--- config.mk ---
export PLATFORM = sky130hd
export DESIGN_NAME = luhn_back
export DESIGN_NICKNAME = d
export VERILOG_FILES = /design/src/luhn_pkg.sv /design/src/luhn_back.sv
export SDC_FILE = /design/constraint.sdc
export NUM_CORES = 1
export LEC_CHECK = 0
export ABC_AREA = 1
export BUFFER_PORTS_ARGS = -buffer_cell sky130_fd_sc_hd__buf_2
export CAP_MARGIN = 5
export CORE_MARGIN = 5
export CORE_UTILIZATION = 55
export DETAILED_ROUTE_END_ITERATION = 6
export GPL_ROUTABILITY_DRIVEN = 1
export GPL_TIMING_DRIVEN = 1
export PLACE_DENSITY = 0.82
export SLEW_MARGIN = 0
export SYNTH_ARGS = -nofsm -noshare
export SYNTH_HDL_FRONTEND = slang
export SYNTH_SLANG_ARGS = --single-unit
export TNS_END_PERCENT = 50
--- constraint.sdc ---
create_clock -name clk -period 2.9 [get_ports clk]
set_input_delay 0.145 -clock clk [delete_from_list [all_inputs] [get_ports clk]]
set_output_delay 0.145 -clock clk [all_outputs]
set_load 0.05 [all_outputs]
--- src/luhn_pkg.sv ---
// ----------------------------------------------------------------------------
// Luhn check digit unit package
// Shared constants, command codes and the word carried along the cell chain.
// ----------------------------------------------------------------------------
package luhn_pkg;

  // Decimal digits handled by the chain: an added number has at most eight.
  localparam int unsigned NUM_DIGITS = 8;
  localparam int unsigned NUM_W      = 27;  // holds 99999999
  localparam int unsigned SUM_W      = 4;   // digit sum kept modulo ten

  localparam logic [31:0] ADD_MAX_VALUE = 32'd99999999;
  localparam logic [31:0] VERIFY_LIMIT  = 32'd1000000000;
  localparam logic [31:0] ERROR_RESULT  = 32'hFFFF_FFFF;

  // Reciprocal of ten: (x * RECIP10) >> RECIP_SHIFT is x / 10 for any 32-bit x.
  localparam logic [31:0] RECIP10     = 32'hCCCC_CCCD;
  localparam int unsigned RECIP_SHIFT = 35;

  typedef enum logic [1:0] {
    CMD_ADD    = 2'd0,
    CMD_VERIFY = 2'd1,
    CMD_REMOVE = 2'd2
  } cmd_t;

  // Word handed from cell to cell.
  typedef struct packed {
    cmd_t              cmd;
    logic              in_range;
    logic [NUM_W-1:0]  base;      // number whose check digit is computed
    logic [3:0]        last_dig;  // received check digit (verify and remove)
    logic [NUM_W-1:0]  rest;      // digits not yet consumed
    logic [SUM_W-1:0]  sum;       // running Luhn sum modulo ten
  } lane_t;

endpackage

--- src/luhn_back.sv ---
// ----------------------------------------------------------------------------
// Luhn back stage
// Forms the check digit and the output word from the finished sum.
// ----------------------------------------------------------------------------
module luhn_back
  import luhn_pkg::*;
(
  input  logic        clk,
  input  logic        rst,
  input  logic        en,
  input  logic        lane_valid,
  input  lane_t       lane,
  output logic        res_valid,
  output logic [31:0] result,
  output logic        ok
);

  logic [3:0]  check;
  logic [31:0] prot;
  logic        match;
  logic [31:0] result_next;
  logic        ok_next;

  // (9 * sum) mod 10 is the ten's complement of the sum.
  assign check = (lane.sum == 4'd0) ? 4'd0 : 4'(4'd10 - lane.sum);
  assign prot  = 32'({lane.base, 3'b000}) + 32'({lane.base, 1'b0}) + 32'(check);
  assign match = lane.in_range && (check == lane.last_dig);

  always_comb begin
    case (lane.cmd)
      CMD_ADD: begin
        ok_next     = lane.in_range;
        result_next = lane.in_range ? prot : ERROR_RESULT;
      end
      CMD_VERIFY: begin
        ok_next     = match;
        result_next = 32'd0;
      end
      CMD_REMOVE: begin
        ok_next     = match;
        result_next = match ? 32'(lane.base) : ERROR_RESULT;
      end
      default: begin
        ok_next     = 1'b0;
        result_next = ERROR_RESULT;
      end
    endcase
  end

  always_ff @(posedge clk) begin
    if (rst) begin
      res_valid <= 1'b0;
    end else if (en) begin
      res_valid <= lane_valid;
    end
  end

  always_ff @(posedge clk) begin
    if (en) begin
      result <= result_next;
      ok     <= ok_next;
    end
  end

endmodule
==> results.yml, run 1 <==
run_status:
  status: "finished with violations"
  violations: "DRC"
logic_synthesis:
  synth_cell_types: 30
  syn_area_per_cell_sq_um: 6.50
  synthesis.area_sq_um: 4180
  synth_nets: 770
  ys_warn_count: 0
  synth_cells: 643
  yosysSeqAreaShare: 0.242
  ys_ff_latch: 34
clocking:
  clkTransAtPathRegs_ps: 70
  clk_latency_ps: 280
  post_cts_resized: 0
  root_buffer: "clkbuf_8"
  clkSinkCount: 34
  htree_levels: 2
  post_cts_buffers: 0
  cts_hold_buffers: 0
  cts_inserted_buffers: 5
  clockBufferDepth: 2
  cts_tree: "built"
route:
  drt_iter0_markers: 432
  firstDrtPassIters: 7
  wl_um: 11300
  drc: 1
  vias: 4369
  ant_nets: 0
  viasPerCell: 5.32
  wire_per_inst_um: 13.8
grt:
  grt_overflow: 0
  grt_pass1_wl_um: 18600
  grt_pass1_vias: 4032
  grt_util_met3: 0.0258
  grt.busiest_layer: "met2"
  antenna_found_initial: 0
  use_met1: 0.322
  grt_max_degree: 35
  grt.met2_usage: 0.392
  grt_use_total: 0.237
cells_and_area:
  layout-drive-gt1-share: 0.145
  antennaDiodeCount: 0
  syn_to_final_growth_pct: 14.0
  final_cell_area_sq_um: 4760
  final_cell_mix: "248 x nand2_1, 112 x inv_1, 75 x buf_2"
  mostFrequentLayoutCell: "nand2_1"
  nFillCells: 654
  nNetsFinal: 848
timing:
  report.final.slew_viol_count: 0
  tns_ps: 0
  fmax_ghz: 0.380
  holdWs_ps: 13.6
  period_share: 0.908
  hold_viol: 0
  worst_pin_slew_ps: 731
  rsz0062_at_grt: "no"
  clock-skew-final_ps: 0
  setup_viol: 0
  timing.final.ws_setup_ps: 268
  max_slew_margin: 0.513
  period_needed_ps: 2630
floorplan:
  io_pins: 103
  start_util: 0.570
  die-area_sq_um: 9440
  die_w_um: 97.1
  core_sq_um: 7330
  rows: 31
  die_h_um: 97.1
pwr:
  p_total_mw: 1.99
  p_leak_nw: 2.77
  powerDensity_nw_per_um2: 418
  vdd_drop_max_v: 0.000181
setup_path:
  start_kind: "input port"
  worstSetupPathType: "in -> reg"
  cp.arrival_ps: 2620
  cp_max_fo: 6
  end_kind: "flip-flop"
  required_ps: 2890
worst_hold_path:
  hp-class: "in -> reg"
run:
  cap_violations: 0
placed_design:
  gp_congestion: 0.928
  placed_cell_area_sq_um: 4670
  io_buffer_count: 75
  hpwl_um: 9430
  pre_cts_slack_ps: 18.1
-- worst max-delay path, cell delays in order --
cell and delay [ps]:
buf_2 140, or2_1 270, nand3_2 80, nand2_2 50, inv_1 60, fa_1 460, fa_1 480, inv_1 90
nand3_1 60, nand3_1 130, nand2_1 70, nand2_1 120, nand2_1 80, nand3_1 70, nand2_1 50, o21ai_0 150
nand3_1 110
-- synthesized netlist by cell type --
master	number	share of area
xnor2_2	1	0.0039
a22oi_1	2	0.0036
nor2_1	44	0.040
a21oi_1	26	0.031
a21o_1	1	0.0018
dfxtp_1	1	0.0048
and2_1	2	0.0030
nand3_1	49	0.059
ha_1	56	0.17
buf_4	1	0.0018
or2_1	1	0.0015
xnor2_1	3	0.0063
buf_6	1	0.0027
a21oi_2	1	0.0021
nor4_1	1	0.0015
nand2_1	248	0.22
mux2i_1	1	0.0024
fa_1	2	0.0096
inv_1	112	0.10
nand4_1	8	0.012
nand2_2	4	0.0060
a21boi_4	1	0.0045
nand3_2	10	0.024
clkbuf_1	7	0.0063
o21ai_2	1	0.0021
nor3_1	2	0.0024
o21bai_1	2	0.0036
edfxtp_1	33	0.24
xor2_1	11	0.023
o21ai_0	11	0.013
-- logic make-up after synthesis --
| family | share of synthesized area |
|---|---|
| flops | 0.242 |
| simple gates | 0.371 |
| buf+inv | 0.111 |
| fa+ha+maj | 0.177 |
| xor+xnor | 0.0333 |
| mux | 0.00240 |
| compound gates | 0.0620 |
-- path summary, 6_finish.rpt --
check,startpoint,endpoint,slack (ps),cells past startpoint
hold / removal,rst,res_valid$_SDFFE_PP0P_,10,2
setup reg to reg,res_valid$_SDFFE_PP0P_,res_valid$_SDFFE_PP0P_,2320,2
hold reg to reg,res_valid$_SDFFE_PP0P_,res_valid$_SDFFE_PP0P_,490,2
setup / recovery,lane[0],result[16]$_DFFE_PP_,270,17
-- layout make-up --
type | instances | area [sq um] | share of cell area
multi-input cells | 488 | 2700 | 0.567
repair buffers | 80 | 413 | 0.0868
clock inverters | 1 | 5.00 | 0.00105
flip-flops and latches | 34 | 1010 | 0.212
inverters | 112 | 420 | 0.0883
well taps | 99 | 124 | 0.0260
clock buffers | 7 | 86.3 | 0.0181
-- per-layer routing --
metal | vias up | share of wire
li1 | 2202 | -
met5 | - | 0
met3 | 24 | 0.086
met4 | 0 | 0.021
met1 | 1934 | 0.44
met2 | 209 | 0.45
-- state kept, by name, indices dropped and copies added (netlist names) --
| register | count |
|---|---|
| res_valid | 1 |
| ok | 1 |
| result | 32 |
-- where the power goes --
group	total [mW]	switching (mW)	internal [mW]	leakage (nW)
logic	1.02	0.710	0.308	2.39
registers	0.620	0.0129	0.607	0.333
clock network	0.353	0.162	0.191	0.0482
-- per-stage QoR --
stage / std cells / utilization
detailed placement: 813 / 0.637
global route: 821 / 0.649
CTS: 821 / 0.649
finish: 821 / 0.649
floorplan: 643 / -
global placement: 813 / 0.637
Note: power is estimated with default switching activity, not from simulation.
==> inputs of run 2 (changes only) <==
--- a/config.mk
+++ b/config.mk
@@ -10,9 +10,10 @@
 export CAP_MARGIN = 5
 export CORE_MARGIN = 5
-export CORE_UTILIZATION = 55
+export CORE_UTILIZATION = 56
+export CTS_BUF_LIST = sky130_fd_sc_hd__clkbuf_4 sky130_fd_sc_hd__clkbuf_8
 export DETAILED_ROUTE_END_ITERATION = 6
 export GPL_ROUTABILITY_DRIVEN = 1
 export GPL_TIMING_DRIVEN = 1
-export PLACE_DENSITY = 0.82
+export PLACE_DENSITY = 0.83
 export SLEW_MARGIN = 0
 export SYNTH_ARGS = -nofsm -noshare
==> constraint.sdc (replaced) <==
create_clock -name clk -period 2.9 [get_ports clk]
set_input_delay 0.435 -clock clk [delete_from_list [all_inputs] [get_ports clk]]
set_output_delay 0.435 -clock clk [all_outputs]
set_load 0.05 [all_outputs]
==> run 2 against run 1 <==
- the flow now finishes without violations
- non-clock buffer count grew 19
- critical path depth is the same
- clock skew unchanged
- critical path type unchanged
- largest cell class unchanged
==> results.yml, run 2 (synthesized netlist as in run 1, its figures left out) <==
run_status:
  status: "finished clean"
grt:
  grt_pass1_wl_um: 19400
  grt_use_total: 0.269
  antenna_found_initial: 0
  grt_max_degree: 35
  grt_overflow: 0
  grt_pass1_vias: 4242
setup_path:
  cp.arrival_ps: 2840
  slowest_delay_ps: 560
  cp_common_cell: "nand2_1"
  path_cells: "buf_2, nand2_2, nand2_2, nand2_1, nand2_2, inv_1, fa_2, inv_1, ha_1, nand3_1, nand3_4, nand4_1, nand3_1, nand2_1, nand2_1, o21ai_0, nand2_1"
  end_kind: "flip-flop"
  required_ps: 2940
  crit_path_top_delay_cell: "fa_2"
  worstSetupPathType: "in -> reg"
  cp_max_fo: 6
  start_kind: "input port"
cells_and_area:
  mostFrequentLayoutCell: "nand2_1"
  layout-drive-gt1-share: 0.182
  top_register: "result"
  largest_reg_flops: 32
  final_cell_mix: "245 x nand2_1, 112 x inv_1, 75 x buf_2"
  stdcell_count: 840
  nFillCells: 655
  antennaDiodeCount: 0
  multi_input_area_sq_um: 2740
  regArea_sq_um: 1010
  syn_to_final_growth_pct: 18.8
  nNetsFinal: 867
  top_regs: "result (32), ok (1), res_valid (1)"
timing:
  fmax_ghz: 0.357
  hold_viol: 0
  period_share: 0.965
  report.final.slew_viol_count: 0
  max_slew_margin: 0.505
  holdWs_ps: 317
  timing.final.ws_setup_ps: 100
  rsz0062_at_grt: "no"
  clock-skew-final_ps: 0
  period_needed_ps: 2800
  tns_ps: 0
  worst_pin_slew_ps: 743
  setup_viol: 0
clocking:
  clkSinkCount: 34
  clkTransAtPathRegs_ps: 70
  post_cts_buffers: 0
  root_buffer: "clkbuf_8"
  clk_latency_ps: 290
  htree_levels: 2
  cts_inserted_buffers: 5
  cts_hold_buffers: 0
  post_cts_resized: 0
  clockBufferDepth: 2
  cts_tree: "built"
pwr:
  powerDensity_nw_per_um2: 427
  p_total_mw: 2.12
  vdd_drop_max_v: 0.000186
  p_leak_nw: 2.89
route:
  vias: 4444
  viasPerCell: 5.29
  wl_um: 12100
  drt_iter0_markers: 412
  firstDrtPassIters: 5
  wire_per_inst_um: 14.4
  drc: 0
  ant_nets: 0
floorplan:
  rows: 31
  start_util: 0.576
  die_w_um: 96.4
  core_sq_um: 7250
  die-area_sq_um: 9290
  die_h_um: 96.4
  io_pins: 103
placed_design:
  io_buffer_count: 75
  hpwl_um: 9950
  dp.cells: 832
  gp_congestion: 0.943
  pre_cts_slack_ps: -254
worst_hold_path:
  hp-class: "in -> reg"
run:
  cap_violations: 0
-- run 2: cell types whose count changed in the layout (fill, tap and decap cells not counted), moves of 2 or more --
cell and change:
buf_4 +19, fa_1 -2, fa_2 +2, nand2_1 -3, nand2_2 +3, nand3_1 -4, nand3_2 +3
-- run 2: area by class of cell --
type,count,area share
Sequential cell,34,0.204
Multi-Input combinational cell,488,0.553
Clock buffer,5,0.0139
Tap cell,99,0.0250
Timing Repair Buffer,99,0.112
Clock inverter,3,0.00807
Inverter,112,0.0847
-- run 2: routing by layer --
| layer | GRT usage | wire length [um] | vias to the layer above |
|---|---|---|---|
| met3 | 0.0391 | 973 | 36 |
| met1 | 0.353 | 5250 | 1998 |
| li1 | - | - | 2227 |
| met2 | 0.450 | 5550 | 183 |
| met4 | 0.0958 | 312 | 0 |
| met5 | 0 | 0 | - |
-- run 2: through the flow --
step | area (sq um) | utilization
2_1_floorplan | 4180 | -
3_3_place_gp | 4810 | 0.663
3_5_place_dp | 4810 | 0.663
4_1_cts | 4920 | 0.678
5_1_grt | 4960 | 0.684
6_report | 4960 | 0.684
-- run 2: report_power, final --
group	internal [mW]	switching, mW
Combinational	0.341	0.732
Clock	0.253	0.175
Sequential	0.607	0.0129
Total	1.20	0.919
-- run 2: path summary, 6_finish.rpt --
path                                          endpoint  depth (start not counted)                    from  slack, ps
worst max-delay path              result[21]$_DFFE_PP_                         17                 lane[0]        100
worst min-delay path            res_valid$_SDFFE_PP0P_                          2                     rst        320
worst max register to register  res_valid$_SDFFE_PP0P_                          2  res_valid$_SDFFE_PP0P_       2240
worst min register to register  res_valid$_SDFFE_PP0P_                          2  res_valid$_SDFFE_PP0P_        570
-- run 2: worst max-delay path, delay by kind of cell --
| kind | cells | cell delay [ps] |
|---|---|---|
| and+or+nand+nor | 11 | 1020 |
| AOI/OAI and AO/OA | 1 | 280 |
| adders and majority gates | 2 | 860 |
| buffers and inverters | 3 | 230 |
==> inputs of run 3 (changes only) <==
CELL_PAD_IN_SITES_DETAIL_PLACEMENT = 1   (was not set)
CELL_PAD_IN_SITES_GLOBAL_PLACEMENT = 2   (was not set)
CORE_UTILIZATION = 30   (was 56)
PLACE_DENSITY = not set   (was 0.83)
PLACE_DENSITY_LB_ADDON = 0.1   (was not set)
==> run 3 against run 2 <==
- hold slack lost 25 ps
- sequential power hardly changed
- non-clock buffer count increased by 6
- clock power about the same
- sequential share of layout area fell by 0.72 points
- first-iteration DRC count fell by 62%
- wire length grew 21%
- register-to-register slack improved by 80 ps
- clock-buffer cell count did not move
- utilization down 31 points
- highest routed layer unchanged
==> results.yml, run 3 (synthesized netlist as in run 1, its figures left out) <==
route:
  wl_met2_um: 6680
  ant_nets: 0
  wire_per_inst_um: 15.7
  vias: 4330
  wl_met3_um: 444
  wl_met1_um: 7340
  drt_iter0_markers: 155
  drc: 0
  wl_um: 14600
  firstDrtPassIters: 4
  highest_layer: "met4"
  viasPerCell: 4.67
setup_path:
  required_ps: 2920
  cp.arrival_ps: 2790
  path_cells: "buf_2, or2_4, nand3_2, nand2_2, inv_1, fa_1, buf_4, fa_2, inv_2, nand3_1, nand3_2, nand2_1, nand2_2, a21oi_1, xnor2_1, nand2_1, nand3_1"
  r2r_slack_ps: 2320
  crit_path_top_delay_cell: "fa_1"
  r2r-start: "res_valid$_SDFFE_PP0P_"
  slowest_delay_ps: 450
  cp_max_fo: 5
  end_kind: "flip-flop"
  ff2ff_path_depth: 2
  worstSetupPathType: "in -> reg"
  timing.rr.end: "res_valid$_SDFFE_PP0P_"
  start_kind: "input port"
worst_hold_path:
  holdPathEnd: "res_valid$_SDFFE_PP0P_"
  min_path_cells: 2
  hp-class: "in -> reg"
  hp-start: "rst"
clocking:
  clockBufferDepth: 2
  cts_tree: "built"
  cts_hold_buffers: 0
  htree_levels: 2
  clk_latency_ps: 290
  root_buffer: "clkbuf_8"
  cts_inserted_buffers: 5
  clkTransAtPathRegs_ps: 70
  clkSinkCount: 34
grt:
  grt_max_degree: 35
  grt_overflow: 0
  grt_pass1_vias: 4637
  grt_pass1_wl_um: 23600
  grt_use_total: 0.182
  antenna_found_initial: 0
cells_and_area:
  top_regs: "result (32), ok (1), res_valid (1)"
  final_cell_mix: "241 x nand2_1, 111 x inv_1, 75 x buf_2"
  layout-drive-gt1-share: 0.201
  final_util: 0.373
  stdcell_count: 927
  nFillCells: 1849
  syn_to_final_growth_pct: 23.2
  mostFrequentLayoutCell: "nand2_1"
  nNetsFinal: 873
  antennaDiodeCount: 0
  top_register: "result"
  largest_reg_flops: 32
placed_design:
  gp_congestion: 0.896
  hpwl_um: 12600
  io_buffer_count: 75
  dp.cells: 918
timing:
  holdWs_ps: 292
  fmax_ghz: 0.361
  period_needed_ps: 2770
  clock-skew-final_ps: 0
  hold_viol: 0
  worst_pin_slew_ps: 783
  setup_viol: 0
  period_share: 0.955
  max_slew_margin: 0.478
  report.final.slew_viol_count: 0
run:
  cap_violations: 0
floorplan:
  core_sq_um: 13800
  rows: 43
  die_w_um: 128
  die_h_um: 128
  start_util: 0.303
  die-area_sq_um: 16400
  io_pins: 103
pwr:
  p_leak_nw: 2.93
  vdd_drop_max_v: 0.000155
  powerDensity_nw_per_um2: 421
run_status:
  status: "finished clean"
-- run 3: what timing repair did --
action	CTS	global route
gates resized for setup	4	19
endpoints found under the setup margin	13	22
setup buffers	0	1
pin swaps	0	5
-- run 3: worst max-delay path by stage --
stage / startpoint / slack (ps) / depth (start not counted) / to
after detailed placement: lane[0] / -440 / 18 / result[16]$_DFFE_PP_
after CTS: lane[0] / -30 / 18 / result[16]$_DFFE_PP_
after floorplan: lane[0] / 70 / 16 / result[16]$_DFFE_PP_
final: lane[0] / 130 / 17 / result[14]$_DFFE_PP_
after global routing: lane[0] / -6 / 18 / result[17]$_DFFE_PP_
after global placement: lane[0] / -340 / 18 / result[16]$_DFFE_PP_
-- run 3: area by class of cell --
| type | instances | area (sq um) | share of cell area |
|---|---|---|---|
| clock inverters | 3 | 40.0 | 0.00778 |
| inverters | 112 | 420 | 0.0817 |
| well taps | 180 | 225 | 0.0438 |
| repair buffers | 105 | 601 | 0.117 |
| multi-input cells | 488 | 2780 | 0.540 |
| clock buffers | 5 | 68.8 | 0.0134 |
| flip-flops and latches | 34 | 1010 | 0.197 |
-- run 3: layer usage --
metal	GRT usage	up-vias
met5	0	-
met4	0.0306	0
met3	0.0150	8
met2	0.311	57
met1	0.256	2027
li1	-	2238
-- run 3: report_power, final --
group	switching, mW	internal [mW]
logic	0.762	0.354
clock network	0.177	0.253
registers	0.0125	0.607
total	0.951	1.21
-- run 3: critical path: cells and delay by family --
kind	cells	cell delay [ps]
simple gates	9	900
fa+ha+maj	2	800
buf+inv	4	430
xor+xnor	1	140
compound gates	1	90
-- run 3: through the flow --
step                      instance area, sq um  power [mW]  TNS (ps)  setup WS, ps
after CTS                                 5070        2.17     -31.2         -31.2
after global placement                    4950        1.71     -6140          -338
final                                     5140        2.16         0           131
after floorplan                           4180        1.37         0          70.2
after detailed placement                  4950        1.73     -7790          -440
after global routing                      5140        2.33     -5.51         -5.51
